<file path="src/crx_pkg.sv">
`default_nettype none

package crx_pkg;

  localparam logic [7:0] DASH_CHAR = 8'h2D;

  localparam logic [1:0] CLASS_LOWER = 2'd0;
  localparam logic [1:0] CLASS_UPPER = 2'd1;
  localparam logic [1:0] CLASS_DIGIT = 2'd2;
  localparam logic [1:0] CLASS_NONE  = 2'd3;

  // One run of output characters from lo up to hi; a literal has lo equal to hi.
  typedef struct packed {
    logic [7:0] lo;
    logic [7:0] hi;
    logic       last;
  } crx_cmd_t;

  function automatic logic [1:0] char_class(input logic [7:0] c);
    logic [1:0] cls;
    cls = CLASS_NONE;
    if (c inside {[8'h61:8'h7A]}) begin
      cls = CLASS_LOWER;
    end else if (c inside {[8'h41:8'h5A]}) begin
      cls = CLASS_UPPER;
    end else if (c inside {[8'h30:8'h39]}) begin
      cls = CLASS_DIGIT;
    end
    return cls;
  endfunction

  function automatic logic is_range(input logic [7:0] x, input logic [7:0] mid,
                                    input logic [7:0] y);
    logic [1:0] cx;
    cx = char_class(x);
    return (mid == DASH_CHAR) && (cx != CLASS_NONE) && (cx == char_class(y)) && (x <= y);
  endfunction

endpackage

`default_nettype wire

</file>
<file path="src/crx_fifo.sv">
`default_nettype none

module crx_fifo
  import crx_pkg::*;
#(
  parameter int DEPTH = 2
) (
  input  wire logic     clk,
  input  wire logic     rst_n,
  input  wire logic     push,
  input  wire crx_cmd_t push_cmd,
  output logic          full,
  input  wire logic     pop,
  output logic          not_empty,
  output crx_cmd_t      head_cmd
);

  localparam int PTR_W = (DEPTH > 1) ? $clog2(DEPTH) : 1;
  localparam int CNT_W = $clog2(DEPTH + 1);
  localparam logic [PTR_W-1:0] LAST_PTR = PTR_W'(DEPTH - 1);
  localparam logic [CNT_W-1:0] FULL_CNT = CNT_W'(DEPTH);

  crx_cmd_t         mem_r [DEPTH];
  logic [PTR_W-1:0] wr_ptr_r;
  logic [PTR_W-1:0] rd_ptr_r;
  logic [CNT_W-1:0] cnt_r;
  logic [CNT_W-1:0] cnt_nxt;

  assign full      = (cnt_r == FULL_CNT);
  assign not_empty = (cnt_r != '0);
  assign head_cmd  = mem_r[rd_ptr_r];

  always_comb begin
    cnt_nxt = cnt_r;
    if (push && !pop) begin
      cnt_nxt = cnt_r + CNT_W'(1);
    end else if (pop && !push) begin
      cnt_nxt = cnt_r - CNT_W'(1);
    end
  end

  always_ff @(posedge clk) begin
    if (!rst_n) begin
      wr_ptr_r <= '0;
      rd_ptr_r <= '0;
      cnt_r    <= '0;
    end else begin
      cnt_r <= cnt_nxt;
      if (push) begin
        wr_ptr_r <= (wr_ptr_r == LAST_PTR) ? '0 : wr_ptr_r + PTR_W'(1);
      end
      if (pop) begin
        rd_ptr_r <= (rd_ptr_r == LAST_PTR) ? '0 : rd_ptr_r + PTR_W'(1);
      end
    end
  end

  always_ff @(posedge clk) begin
    if (push) begin
      mem_r[wr_ptr_r] <= push_cmd;
    end
  end

  a_no_push_full: assert property (@(posedge clk) disable iff (!rst_n)
    push |-> (!full || pop))
    else $error("queue written while full");

  a_no_pop_empty: assert property (@(posedge clk) disable iff (!rst_n)
    pop |-> not_empty)
    else $error("queue read while empty");

endmodule

`default_nettype wire

</file>
<file path="src/crx_front.sv">
`default_nettype none

module crx_front
  import crx_pkg::*;
(
  input  wire logic       clk,
  input  wire logic       rst_n,
  input  wire logic       in_tvalid,
  output logic            in_tready,
  input  wire logic [7:0] in_tdata,
  input  wire logic       in_tlast,
  input  wire logic       fifo_full,
  output logic            push,
  output crx_cmd_t        push_cmd
);

  logic [7:0] p0_r, p0_nxt;
  logic [7:0] p1_r, p1_nxt;
  logic [1:0] cnt_r, cnt_nxt;
  logic       flush_r, flush_nxt;
  logic       accept;

  assign in_tready = !flush_r && !fifo_full;
  assign accept    = in_tvalid && in_tready;

  always_comb begin
    p0_nxt    = p0_r;
    p1_nxt    = p1_r;
    cnt_nxt   = cnt_r;
    flush_nxt = flush_r;
    push      = 1'b0;
    push_cmd  = '0;
    if (accept) begin
      if (cnt_r == 2'd2) begin
        push = 1'b1;
        if (is_range(p0_r, p1_r, in_tdata)) begin
          push_cmd = '{lo: p0_r, hi: in_tdata, last: in_tlast};
          cnt_nxt  = 2'd0;
        end else begin
          push_cmd = '{lo: p0_r, hi: p0_r, last: 1'b0};
          p0_nxt   = p1_r;
          p1_nxt   = in_tdata;
        end
      end else if (cnt_r == 2'd1) begin
        p1_nxt  = in_tdata;
        cnt_nxt = 2'd2;
      end else begin
        p0_nxt  = in_tdata;
        cnt_nxt = 2'd1;
      end
      if (in_tlast && (cnt_nxt != 2'd0)) begin
        flush_nxt = 1'b1;
      end
    end else if (flush_r && !fifo_full) begin
      push     = 1'b1;
      push_cmd = '{lo: p0_r, hi: p0_r, last: (cnt_r == 2'd1)};
      p0_nxt   = p1_r;
      cnt_nxt  = cnt_r - 2'd1;
      if (cnt_r == 2'd1) begin
        flush_nxt = 1'b0;
      end
    end
  end

  always_ff @(posedge clk) begin
    if (!rst_n) begin
      cnt_r   <= 2'd0;
      flush_r <= 1'b0;
    end else begin
      cnt_r   <= cnt_nxt;
      flush_r <= flush_nxt;
    end
  end

  always_ff @(posedge clk) begin
    p0_r <= p0_nxt;
    p1_r <= p1_nxt;
  end

  a_window_bound: assert property (@(posedge clk) disable iff (!rst_n)
    (cnt_r != 2'd3) && (!flush_r || (cnt_r != 2'd0)))
    else $error("window count out of range");

endmodule

`default_nettype wire

</file>
<file path="src/crx_back.sv">
`default_nettype none

module crx_back
  import crx_pkg::*;
(
  input  wire logic     clk,
  input  wire logic     rst_n,
  input  wire logic     fifo_not_empty,
  input  wire crx_cmd_t head_cmd,
  output logic          pop,
  output logic          out_tvalid,
  input  wire logic     out_tready,
  output logic [7:0]    out_tdata,
  output logic          out_tlast
);

  logic [7:0] cur_r;
  logic [7:0] hi_r;
  logic       end_r;
  logic       busy_r;
  logic       fire;
  logic       run_done;

  assign fire       = busy_r && out_tready;
  assign run_done   = (cur_r == hi_r);
  assign pop        = fifo_not_empty && (!busy_r || (fire && run_done));
  assign out_tvalid = busy_r;
  assign out_tdata  = cur_r;
  assign out_tlast  = end_r && run_done;

  always_ff @(posedge clk) begin
    if (!rst_n) begin
      busy_r <= 1'b0;
    end else if (pop) begin
      busy_r <= 1'b1;
    end else if (fire && run_done) begin
      busy_r <= 1'b0;
    end
  end

  always_ff @(posedge clk) begin
    if (pop) begin
      cur_r <= head_cmd.lo;
      hi_r  <= head_cmd.hi;
      end_r <= head_cmd.last;
    end else if (fire) begin
      cur_r <= cur_r + 8'd1;
    end
  end

  a_run_bound: assert property (@(posedge clk) disable iff (!rst_n)
    busy_r |-> (cur_r <= hi_r))
    else $error("run counter passed its upper bound");

endmodule

`default_nettype wire

</file>
<file path="src/char_range_expander.sv">
// Character range expander.
// Input: in_tvalid/in_tready carry one character a word in in_tdata, with
// in_tlast on the final character of a string. Output: out_tvalid/out_tready
// carry one character a word in out_tdata, with out_tlast on the final
// character of the expanded string.
// A front end keeps a window of up to two characters and turns each word
// into run commands; a small queue of QUEUE_DEPTH commands feeds a back end
// that emits one character per cycle while out_tready is high, counting from
// the start to the end of each run.
// Throughput: one input word per cycle while the queue has room. An expanded
// range occupies the back end until all its characters are emitted, so
// input stalls once the queue fills. A final character needing a flush
// holds in_tready low while the leftover window is queued.
// Reset empties the window and the queue and drops any partial output.
// When out_tready is low the current word holds and the front end keeps
// accepting until the queue is full.
`default_nettype none

module char_range_expander
  import crx_pkg::*;
#(
  parameter int QUEUE_DEPTH = 2
) (
  input  wire logic       clk,
  input  wire logic       rst_n,
  input  wire logic       in_tvalid,
  output logic            in_tready,
  input  wire logic [7:0] in_tdata,   // in_char
  input  wire logic       in_tlast,
  output logic            out_tvalid,
  input  wire logic       out_tready,
  output logic [7:0]      out_tdata,  // out_char
  output logic            out_tlast
);

  logic     push;
  crx_cmd_t push_cmd;
  logic     fifo_full;
  logic     pop;
  logic     fifo_not_empty;
  crx_cmd_t head_cmd;

  crx_front u_front (
    .clk       (clk),
    .rst_n     (rst_n),
    .in_tvalid (in_tvalid),
    .in_tready (in_tready),
    .in_tdata  (in_tdata),
    .in_tlast  (in_tlast),
    .fifo_full (fifo_full),
    .push      (push),
    .push_cmd  (push_cmd)
  );

  crx_fifo #(
    .DEPTH (QUEUE_DEPTH)
  ) u_fifo (
    .clk       (clk),
    .rst_n     (rst_n),
    .push      (push),
    .push_cmd  (push_cmd),
    .full      (fifo_full),
    .pop       (pop),
    .not_empty (fifo_not_empty),
    .head_cmd  (head_cmd)
  );

  crx_back u_back (
    .clk            (clk),
    .rst_n          (rst_n),
    .fifo_not_empty (fifo_not_empty),
    .head_cmd       (head_cmd),
    .pop            (pop),
    .out_tvalid     (out_tvalid),
    .out_tready     (out_tready),
    .out_tdata      (out_tdata),
    .out_tlast      (out_tlast)
  );

endmodule

`default_nettype wire
</file>
<file path="config.mk">
export PLATFORM = sky130hd
export DESIGN_NAME = char_range_expander
export DESIGN_NICKNAME = d
export VERILOG_FILES = /design/src/crx_pkg.sv /design/src/crx_fifo.sv /design/src/crx_front.sv /design/src/crx_back.sv /design/src/char_range_expander.sv
export SDC_FILE = /design/constraint.sdc
export NUM_CORES = 1
export LEC_CHECK = 0
export BUFFER_PORTS_ARGS = -buffer_cell sky130_fd_sc_hd__buf_2
export CORE_ASPECT_RATIO = 0.8
export CORE_UTILIZATION = 30
export CTS_CLUSTER_SIZE = 16
export DETAILED_ROUTE_END_ITERATION = 8
export MAX_ROUTING_LAYER = met4
export PLACE_DENSITY_LB_ADDON = 0.25
export SKIP_CTS_REPAIR_TIMING = 1
export SLEW_MARGIN = 20
export SYNTH_ARGS = -nofsm -noshare
export SYNTH_HDL_FRONTEND = slang
export SYNTH_SLANG_ARGS = --single-unit
</file>
<file path="constraint.sdc">
create_clock -name clk -period 3.2 [get_ports clk]
set_clock_uncertainty 0.05 [all_clocks]
set_input_delay 0.16 -clock clk [delete_from_list [all_inputs] [get_ports clk]]
set_output_delay 0.16 -clock clk [all_outputs]
set_load 0.02 [all_outputs]
</file>
==> results of run 1 <==
## path summary, 6_finish.rpt
kind / from / cells after the start / slack [ns] / to
hold / removal: in_tdata[7] / 1 / 0.005 / u_front.p1_r[7]$_DFFE_PP_
hold reg to reg: u_fifo.wr_ptr_r$_SDFFE_PN0N_ / 2 / 0.49 / u_fifo.wr_ptr_r$_SDFFE_PN0N_
setup / recovery: u_front.p0_r[3]$_DFFE_PP_ / 7 / 0.65 / u_front.p0_r[3]$_DFFE_PP_
setup reg to reg: u_front.p0_r[3]$_DFFE_PP_ / 7 / 0.65 / u_front.p0_r[3]$_DFFE_PP_
## through the flow
stage	setup slack (ns)	total power, mW
6_report	0.653	4.29
5_1_grt	0.452	4.56
4_1_cts	0.631	4.34
3_5_place_dp	0.646	3.17
3_3_place_gp	0.704	3.14
2_1_floorplan	0.595	2.80
## area by class of cell
type	count	area share, %
clock inverters	4	2.30
clock buffers	12	5.80
well taps	148	4.36
inverters	13	1.15
multi-input cells	178	31.4
flip-flops and latches	76	51.6
repair buffers	27	3.41
## power groups by stage
stage	logic [mW]	registers, mW	clock network (mW)
2_1_floorplan	1.00	1.79	0
3_3_place_gp	1.34	1.80	0
3_5_place_dp	1.35	1.82	0
4_1_cts	1.36	1.80	1.18
5_1_grt	1.51	1.84	1.22
6_report	1.34	1.79	1.16
## worst max-delay path, delay by kind of cell, from the launching register on
kind	cells	cell delay (ns)
AO/OA/AOI/OAI	3	0.30
adder cells (fa/ha/maj)	1	0.37
flip-flops	1	0.46
AND/OR/NAND/NOR	3	1.01
## synthesized netlist by cell type (2+ instances only)
master    instances
and3_1            5
buf_6             3
buf_2             2
ha_1             13
mux2_2           17
nor4_1            2
a21boi_0          2
a22o_1            7
nor2b_1           2
nand4_1           2
a21oi_1          13
nand2b_1          2
nor2_1           17
xnor2_1           6
nand2_1          14
o21a_1            3
nor3_1            4
a211oi_2          2
a221oi_1          2
xor2_1           11
edfxtp_1         67
inv_1            13
mux2i_1           9
nand4b_1          2
o21ai_0           5
nand3_1           6
and2_1           15
dfxtp_1           9
## logic make-up (layout without fill, tap and decap cells)
group           count (synthesis)  after routing  synth area share [%]
fa+ha+maj                      13             13                  4.49
buf+inv                        19             56                  2.66
compound gates                 41             41                  7.87
mux                            26             26                  7.77
simple gates                   80             80                  12.2
flops                          76             76                  60.5
xor+xnor                       18             18                  4.56
## cell usage in the layout, fill, tap and decap left out, types with 2 or more instances in the layout
cell type / count
a211oi_2: 2
a21boi_0: 2
a21oi_1: 13
a221oi_1: 2
a22o_1: 7
and2_1: 15
and3_1: 5
buf_2: 23
buf_4: 4
bufinv_16: 3
clkbuf_1: 2
clkbuf_16: 9
dfxtp_1: 9
edfxtp_1: 67
ha_1: 13
inv_1: 13
mux2_2: 17
mux2i_1: 9
nand2_1: 14
nand2b_1: 2
nand3_1: 6
nand4_1: 2
nand4b_1: 2
nor2_1: 17
nor2b_1: 2
nor3_1: 4
nor4_1: 2
o21a_1: 3
o21ai_0: 5
xnor2_1: 6
xor2_1: 11
## routing by layer
metal,up-vias,wire (um),share of wire (%)
met1,994,3510,53
li1,1083,-,-
met2,45,2710,41
met4,0,91,1.4
met5,-,0,0
met3,9,251,3.8
## sequential cells by signal, summed over array words and instances (netlist names), 2 cells and up, named ones only
register,cells
u_back.hi_r,8
u_back.out_tdata,8
u_fifo.cnt_r,2
u_fifo.mem_r,34
u_front.cnt_r,2
u_front.p0_r,8
u_front.p1_r,8
==> results.md, run 1 <==
* Multi-input gate area at about 1300 sq um
* Vias in the first global route at about 2100
* Hold WS at 0.00476 ns
* Met1 GRT Util at 15.7%
* Final WL at around 6600 um
* Switch Pwr at around 1.4 mW
* # DRC at 8
* Cell Pwr Density at roughly 1000 nW/um^2
* Global-route wire length before repair at 10800 um
* DP Area at about 3900 sq um
* Final Critical Period at roughly 2.5 ns
* Initial antenna violation count at 0
* Number of non-filler instances in the completed layout at about 460
* Pint at between 2 and 3 mW
* Slowest stage delay, CP at about 0.54 ns
* Tcrit/Tclk final at between 70% and 80%
* Die Ht at approximately 100 um
* Setup_tns at 0 ns
* HPWL after DPL at approximately 4700 um
* Fill cell count at 1138
* #FFs+latches synth at 76
* Initial Util at a little under a third
* Clock group share of total power at a little over a quarter
* Htree depth at 3
* Die area at approximately 13000 sq um
* Post-Syn Area at between 3000 and 4000 sq um
* CP Launch Type: register
* Main synth FF type: edfxtp_1
* TritonRoute pass-1 iters at 8
* Vias/cell at about 4.7
* Post-route cell area at about 4300 sq um
* CP most frequent cell: a211oi_2
* Final setup fails at 0
* Num CTS Buffers at 9
* RSZ-0062 raised after global routing: no
* Sw Ratio at between 30% and 40%
* Synth warn at 0
* Peak fanout along the critical path at 8
* Actual slew at the worst max-slew pin at between 0.8 and 0.9 ns
* Clk buf depth at 2
* Synth-to-layout area growth at 17.3%
* Register Area at about 2200 sq um
* Wire per inst at between 10 and 15 um
* Yosys top cell area share at 55.5%
* Worst VDD drop at between 0.3 and 0.4 mV
* Critical Path End Type: register
* Syn Area/Cell at 13.3 sq um
* Diodes inserted at 0
* Synthesized Nets at ~300
* Met2 usage at 16.8%
* Vias at about 2100
* CTS tree: yes
* Failing checks: design-rule violations
* CTS root buf: clkbuf_16
* Area contributors post-synth: edfxtp_1, mux2_2, dfxtp_1
* Die X at about 120 um
* Required time worst endpoint at 3.11 ns
* CP max stage cell: nor2_1
* Post-layout util at roughly 36%
* Critical Path AT at ~2.5 ns
* Number of cell rows at 35
* DR iter-0 viols at around 110
* Worst Hold Class: primary input to register
* Slew Limit Headroom at between 40 and 50%
* Layout Nets at 331
* Seq/Total Area, Yosys at around three fifths
* Clock Sinks at 76
* Ys async rst share at 0%
* Max-Cap Viols at 0
* Distinct cell type count after synthesis at 46
* Combinational share of power at a little under a third
* Crit path cell chain: ha_1, and4b_1, a211oi_2, o22ai_1, a211oi_2, and2b_1, nor2_1
* GR Layer Usage met3 at just under 4%
* Reg clk slew, reported paths at roughly 0.05 ns
* Status: complete, but fails checks
* Synth area leader: edfxtp_1
* Core Area at 11600 sq um
* All-layer global routing usage at between 10% and 20%
* Port-buffer cells at 23
* Post-synth EDFFs at 67
* WS Path Type: register to register
* Syn Inst Count at ~270
* Post-route ant nets at 0
* Leak at between 1.5 and 2 nW
* I/O pin count at 24
* Final Max Tran Viols at 0
* GRT busiest layer: met2
* Endpoints failing hold at 0
* Worst skew pair latency at 0.33 ns
* Largest net degree at the start of global routing at 26
* Dpl cells at 442
* Fmax at 393 MHz
* Sequential share of power at between 40% and 50%
* Gpl congestion at around 0.82
* Grt total ovfl at 0
* Layout cells sized above 1 at between 20% and 30%
Note: power is estimated with default switching activity, not from simulation.
==> inputs of run 2 (changes only) <==
==> constraint.sdc (replaced) <==
create_clock -name clk -period 2.3 [get_ports clk]
set_clock_uncertainty 0.05 [all_clocks]
set_input_delay 0.115 -clock clk [delete_from_list [all_inputs] [get_ports clk]]
set_output_delay 0.115 -clock clk [all_outputs]
set_load 0.02 [all_outputs]
==> run 2 against run 1 <==
  * The run still ends with design-rule violations left
  * Die area unchanged
  * Sequential cell count stayed put
  * Non-clock buffer count rose by 31
  * Worst hold slack better by 0.039 ns
  * Combinational power increased by 81%
  * Count of clock-buffer cells in the layout fell by 2
  * Cell count up 6.8%
  * Sequential power rose by 30%
  * Critical path depth increased by 2
  * Worst setup slack worse by 0.58 ns
  * Cell area rose by 5.9%
  * Critical path type unchanged
==> results.md, run 2 (synthesized netlist as in run 1, its figures left out) <==
* Most frequent cells in the layout: edfxtp_1, buf_4, buf_2, mux2_2, nor2_1
* Vias at 2268 (+6.4%)
* Peak fanout along the critical path at 2 (-6)
* Number of non-filler instances in the completed layout at 489 (+6.8%)
* Gpl congestion at 0.814 (-1.0%)
* Global-route wire length before repair at 11500 um (+6.3%)
* Worst Hold Class: primary input to register
* Post-route ant nets at 0 (unchanged)
* Required time worst endpoint at 2.52 ns (-0.59 ns)
* Die X at 125 um (unchanged)
* Dpl cells at 469 (+6.1%)
* Diodes inserted at 0 (unchanged)
* Endpoints failing hold at 0 (unchanged)
* R2r startpoint: u_back.out_tdata[2]$_DFFE_PP_
* Clock Sinks at 76 (unchanged)
* Initial Util at 31.1% (unchanged)
* Clock group share of total power at 21.1% (-5.9 points)
* Switch Pwr at 2.10 mW (+50%)
* Fill cell count at 1130 (-0.70%)
* I/O pin count at 24 (unchanged)
* Port-buffer cells at 23 (unchanged)
* WS Path Type: register to register
* Number of cell rows at 35 (unchanged)
* Sw Ratio at 34.9% (+2.1 points)
* Hold Startpoint: in_tdata[5]
* Cell Pwr Density at 1340 nW/um^2 (+33%)
* Max-Cap Viols at 0 (unchanged)
* Slew Limit Headroom at 73.1% (+33 points)
* HPWL after DPL at 5220 um (+12%)
* CTS tree: yes
* Num CTS Buffers at 9 (unchanged)
* Clk buf depth at 2 (unchanged)
* Core Area at 11600 sq um (unchanged)
* Post-route cell area at 4500 sq um (+5.9%)
* Wire per inst at 14.7 um (+2.7%)
* Register Area at 2190 sq um (unchanged)
* Die Ht at 100 um (unchanged)
* Leak at 1.69 nW (+8.1%)
* Sequential share of power at 38.6% (-3.1 points)
* Die area at 12500 sq um (unchanged)
* Initial antenna violation count at 0 (unchanged)
* All-layer global routing usage at 12.7% (+0.78 points)
* Final WL at 7200 um (+9.6%)
* Layout cells sized above 1 at 29.9% (+8.9 points)
* Fmax at 449 MHz (+14%)
* Grt total ovfl at 0 (unchanged)
* Tcrit/Tclk final at 96.9% (+17 points)
* Vias/cell at 4.64 (-0.32%)
* Most common cell after layout, fill and taps aside: edfxtp_1
* Failing checks: design-rule violations
* Vias in the first global route at 2264 (+8.3%)
* Final setup fails at 0 (unchanged)
* Critical Path End Type: register
* CP Launch Type: register
* Pint at 3.93 mW (+36%)
* Critical Path AT at 2.45 ns (about the same)
* Final Max Tran Viols at 0 (unchanged)
* R2R cell count at 9 (+2)
* Htree depth at 3 (unchanged)
* Setup_tns at 0 ns (unchanged)
* Worst skew pair latency at 0.34 ns (about the same)
* Critical path launch point: u_back.out_tdata[2]$_DFFE_PP_
* DR iter-0 viols at 137 (+23%)
* Combinational share of power at 40.2% (+8.9 points)
* # DRC at 8 (unchanged)
* Status: complete, but fails checks
* Reg with most FFs: u_fifo.mem_r
* DP Area at 4150 sq um (+6.3%)
* TritonRoute pass-1 iters at 8 (unchanged)
* Synth-to-layout area growth at 24.2%
* Hold depth at 2 (+1)
* CTS root buf: clkbuf_16
* Final Critical Period at 2.23 ns (-0.319 ns)
* Layout Nets at 362 (+9.4%)
* Actual slew at the worst max-slew pin at 0.404 ns (-0.489 ns)
* Worst VDD drop at 0.418 mV (+24%)
* Multi-input gate area at 1400 sq um (+4.6%)
* Reg clk slew, reported paths at 0.06 ns (about the same)
* Number of flip-flops in the largest register at 34 (unchanged)
* RSZ-0062 raised after global routing: yes
* Largest net degree at the start of global routing at 26 (unchanged)
[run 2: layer usage]
layer / part of all wire (%) / GRT usage [%] / routed length (um) / vias up
met2: 42 / 18.3 / 3050 / 41
met1: 52 / 16.7 / 3760 / 1072
met4: 1.5 / 5.07 / 108 / 0
li1: - / - / - / 1142
met5: 0 / - / 0 / -
met3: 3.9 / 4.05 / 282 / 13
[run 2: worst max-delay path: stages, from the launching register on]
cell      delay (ns)
edfxtp_1        0.41
xor2_1          0.17
nor4_2          0.36
a31o_1          0.21
o21a_1          0.18
inv_4           0.05
ha_4            0.15
xor2_1          0.14
or3_1           0.30
a21boi_1        0.14
[run 2: power by group through the flow]
| stage | Combinational [mW] | Clock [mW] | Sequential [mW] |
|---|---|---|---|
| after floorplan | 1.46 | 0 | 2.49 |
| after global placement | 2.32 | 0 | 2.34 |
| after detailed placement | 2.35 | 0 | 2.36 |
| after CTS | 2.37 | 1.32 | 2.33 |
| after global routing | 2.68 | 1.37 | 2.38 |
| final | 2.43 | 1.28 | 2.33 |
[run 2: worst paths after layout]
kind | slack (ns) | to
hold / removal | 0.04 | u_front.p1_r[5]$_DFFE_PP_
hold reg to reg | 0.47 | u_fifo.wr_ptr_r$_SDFFE_PN0N_
setup reg to reg | 0.07 | u_fifo.cnt_r[1]$_SDFFE_PN0P_
setup / recovery | 0.07 | u_fifo.cnt_r[1]$_SDFFE_PN0P_
[run 2: through the flow]
stage | util, % | power (mW) | setup slack, ns | hold WS, ns
floorplan | - | 3.95 | -0.166 | 0.164
global placement | 35.6 | 4.66 | 0.0229 | 0.299
detailed placement | 35.6 | 4.71 | -0.0976 | 0.312
CTS | 38.0 | 6.02 | -0.126 | -0.0409
global route | 38.6 | 6.43 | -0.0840 | 0.0456
finish | 38.6 | 6.03 | 0.0715 | 0.0433
[run 2: area by class of cell]
type / instances / share of cell area, %
Sequential cell: 76 / 48.7
Multi-Input combinational cell: 178 / 31.0
Tap cell: 148 / 4.11
Clock inverter: 6 / 0.917
Clock buffer: 10 / 5.09
Inverter: 13 / 1.14
Timing Repair Buffer: 58 / 9.01
==> inputs of run 3 (changes only) <==
--- a/config.mk
+++ b/config.mk
@@ -6,6 +6,8 @@
 export NUM_CORES = 1
 export LEC_CHECK = 0
 export BUFFER_PORTS_ARGS = -buffer_cell sky130_fd_sc_hd__buf_2
+export CELL_PAD_IN_SITES_DETAIL_PLACEMENT = 1
+export CELL_PAD_IN_SITES_GLOBAL_PLACEMENT = 1
 export CORE_ASPECT_RATIO = 0.8
 export CORE_UTILIZATION = 30
 export CTS_CLUSTER_SIZE = 16
==> run 3 against run 2 <==
  * The run still ends with design-rule violations left
  * Sequential power is essentially flat
  * Global-route usage grew 1.2 points
  * Clock power grew 24%
  * Largest cell class unchanged
==> results.md, run 3 (synthesized netlist as in run 1, its figures left out) <==
* Grt total ovfl at 0 (unchanged)
* Layout Nets at 362 (unchanged)
* Worst skew pair latency at 0.33 ns (about the same)
* RSZ-0062 raised after global routing: yes
* Vias/cell at 4.72 (+1.7%)
* Clock group share of total power at 24.8% (+3.7 points)
* Tcrit/Tclk final at 99.0% (+2.1 points)
* Number of cell rows at 35 (unchanged)
* Reg clk slew, reported paths at 0.06 ns (about the same)
* Initial antenna violation count at 0 (unchanged)
* R2r startpoint: u_back.out_tdata[7]$_DFFE_PP_
* I/O pin count at 24 (unchanged)
* Post-route ant nets at 0 (unchanged)
* Hold depth at 2 (unchanged)
* Final WL at 7860 um (+9.1%)
* Synth-to-layout area growth at 26.9%
* Sequential share of power at 36.5% (-2.1 points)
* # DRC at 8 (unchanged)
* Cell Pwr Density at 1390 nW/um^2 (+3.8%)
* Failing checks: design-rule violations
* Reg-to-reg endpoint: u_fifo.cnt_r[1]$_SDFFE_PN0P_
* Pint at 4.27 mW (+8.5%)
* CP most frequent cell: xor2_1
* WS Path Type: register to register
* Combinational share of power at 38.6% (-1.6 points)
* Diodes inserted at 0 (unchanged)
* Reg with most FFs: u_fifo.mem_r
* Most frequent cells in the layout: edfxtp_1, buf_4, buf_2, mux2_2, nor2_1
* Worst VDD drop at 0.450 mV (+7.5%)
* CP Launch Type: register
* CP max stage cell: edfxtp_1
* Endpoints failing hold at 0 (unchanged)
* Fill cell count at 1242 (+9.9%)
* Actual slew at the worst max-slew pin at 0.413 ns (+0.00914 ns)
* CTS tree: yes
* Crit path cell chain: xor2_1, nor4_2, a31o_1, o21a_1, inv_4, ha_4, xor2_1, or3_1, a21boi_1
* Most common cell after layout, fill and taps aside: edfxtp_1
* Initial Util at 31.1% (unchanged)
* Status: complete, but fails checks
* Slew Limit Headroom at 72.5% (-0.61 points)
* Vias at 2306 (+1.7%)
* Fmax at 439 MHz (-2.1%)
* R2R cell count at 9 (unchanged)
* Slowest stage delay, CP at 0.41 ns (about the same)
* Required time worst endpoint at 2.52 ns (about the same)
* Wire per inst at 16.1 um (+9.1%)
* Worst Hold Class: primary input to register
* HPWL after DPL at 5780 um (+11%)
* Number of flip-flops in the largest register at 34 (unchanged)
* Setup_tns at 0 ns (unchanged)
* Post-layout util at 39.5% (+0.84 points)
* Htree depth at 3 (unchanged)
* Die X at 125 um (unchanged)
* Hold WS at 0.0447 ns (+0.00140 ns)
* R2R setup slack at 0.02 ns (-0.05 ns)
* Sw Ratio at 33.3% (-1.5 points)
* CTS root buf: clkbuf_16
* Gpl congestion at 0.803 (-1.3%)
* Clock Sinks at 76 (unchanged)
* Die area at 12500 sq um (unchanged)
* Critical Path End Type: register
* Core Area at 11600 sq um (unchanged)
* TritonRoute pass-1 iters at 8 (unchanged)
* All-layer global routing usage at 14.0% (+1.2 points)
* Global-route wire length before repair at 12600 um (+9.7%)
* Num CTS Buffers at 9 (unchanged)
* Hold Startpoint: rst_n
* Peak fanout along the critical path at 2 (unchanged)
* Clk buf depth at 2 (unchanged)
* DR iter-0 viols at 130 (-5.1%)
* Port-buffer cells at 23 (unchanged)
* Max-Cap Viols at 0 (unchanged)
* WHS Endpoint: u_front.cnt_r[1]$_SDFFE_PN0P_
* Layout cells sized above 1 at 31.1% (+1.2 points)
* Final setup fails at 0 (unchanged)
* Critical Path AT at 2.49 ns (+0.04 ns)
* Switch Pwr at 2.13 mW (+1.5%)
* Die Ht at 100 um (unchanged)
* Final Max Tran Viols at 0 (unchanged)
* Final Critical Period at 2.28 ns (+0.0474 ns)
* Vias in the first global route at 2383 (+5.3%)
* Largest net degree at the start of global routing at 26 (unchanged)
* Leak at 1.73 nW (+2.3%)
==> run 3: cell types whose count changed in the layout (fill, tap and decap cells not counted), sizes merged <==
cell	before	now
bufinv	0	3
clkinvlp	2	1
inv	14	13
clkinv	3	1
clkbuf	10	11
==> run 3: worst max-delay path by stage <==
stage	startpoint	to	slack, ns	cells after the start
floorplan	u_back.out_tdata[2]$_DFFE_PP_	u_fifo.cnt_r[1]$_SDFFE_PN0P_	-0.17	11
global placement	u_front.p0_r[7]$_DFFE_PP_	u_front.p1_r[6]$_DFFE_PP_	0.03	6
detailed placement	u_front.p0_r[5]$_DFFE_PP_	u_front.p1_r[5]$_DFFE_PP_	-0.04	6
CTS	u_front.p0_r[7]$_DFFE_PP_	u_front.p1_r[5]$_DFFE_PP_	-0.05	6
global route	u_back.out_tdata[7]$_DFFE_PP_	u_fifo.cnt_r[1]$_SDFFE_PN0P_	-0.17	9
finish	u_back.out_tdata[7]$_DFFE_PP_	u_fifo.cnt_r[1]$_SDFFE_PN0P_	0.02	9
==> run 3: cell type report <==
cell class / instances / area [sq um] / area share [%]
timing repair buffer: 58 / 409 / 8.90
clock inverter: 5 / 101 / 2.20
multi-input combinational: 178 / 1430 / 31.0
inverter: 13 / 51.3 / 1.12
tap: 148 / 185 / 4.03
sequential: 76 / 2190 / 47.7
clock buffer: 11 / 233 / 5.06
==> run 3: worst max-delay path, delay by kind of cell (launching register included) <==
family / cells / cell delay, ns
AO/OA/AOI/OAI: 3 / 0.54
XOR/XNOR: 2 / 0.32
adder cells (fa/ha/maj): 1 / 0.15
buffers and inverters: 1 / 0.05
flip-flops: 1 / 0.41
AND/OR/NAND/NOR: 2 / 0.69
==> run 3: power by group through the flow <==
stage	clock network, mW	logic (mW)	registers, mW
floorplan	0	1.46	2.49
global placement	0	2.33	2.35
CTS	1.63	2.41	2.35
detailed placement	0	2.39	2.37
global route	1.69	2.73	2.39
finish	1.59	2.47	2.34
==> run 3: routing by layer <==
metal  GRT usage (%)  routed length (um)  vias to the layer above
li1                -                   -                     1136
met1            18.0                4050                     1123
met2            21.1                3470                       39
met3            3.84                 247                        8
met4            5.07                  93                        0
met5               -                   0                        -
==> run 3: metrics by stage <==
step	area (sq um)	instances	setup slack, ns	power [mW]
2_1_floorplan	3650	273	-0.166	3.95
4_1_cts	4490	485	-0.0549	6.38
6_report	4600	489	0.0241	6.40
5_1_grt	4600	489	-0.167	6.80
3_5_place_dp	4150	469	-0.0375	4.77
3_3_place_gp	4150	469	0.0303	4.68
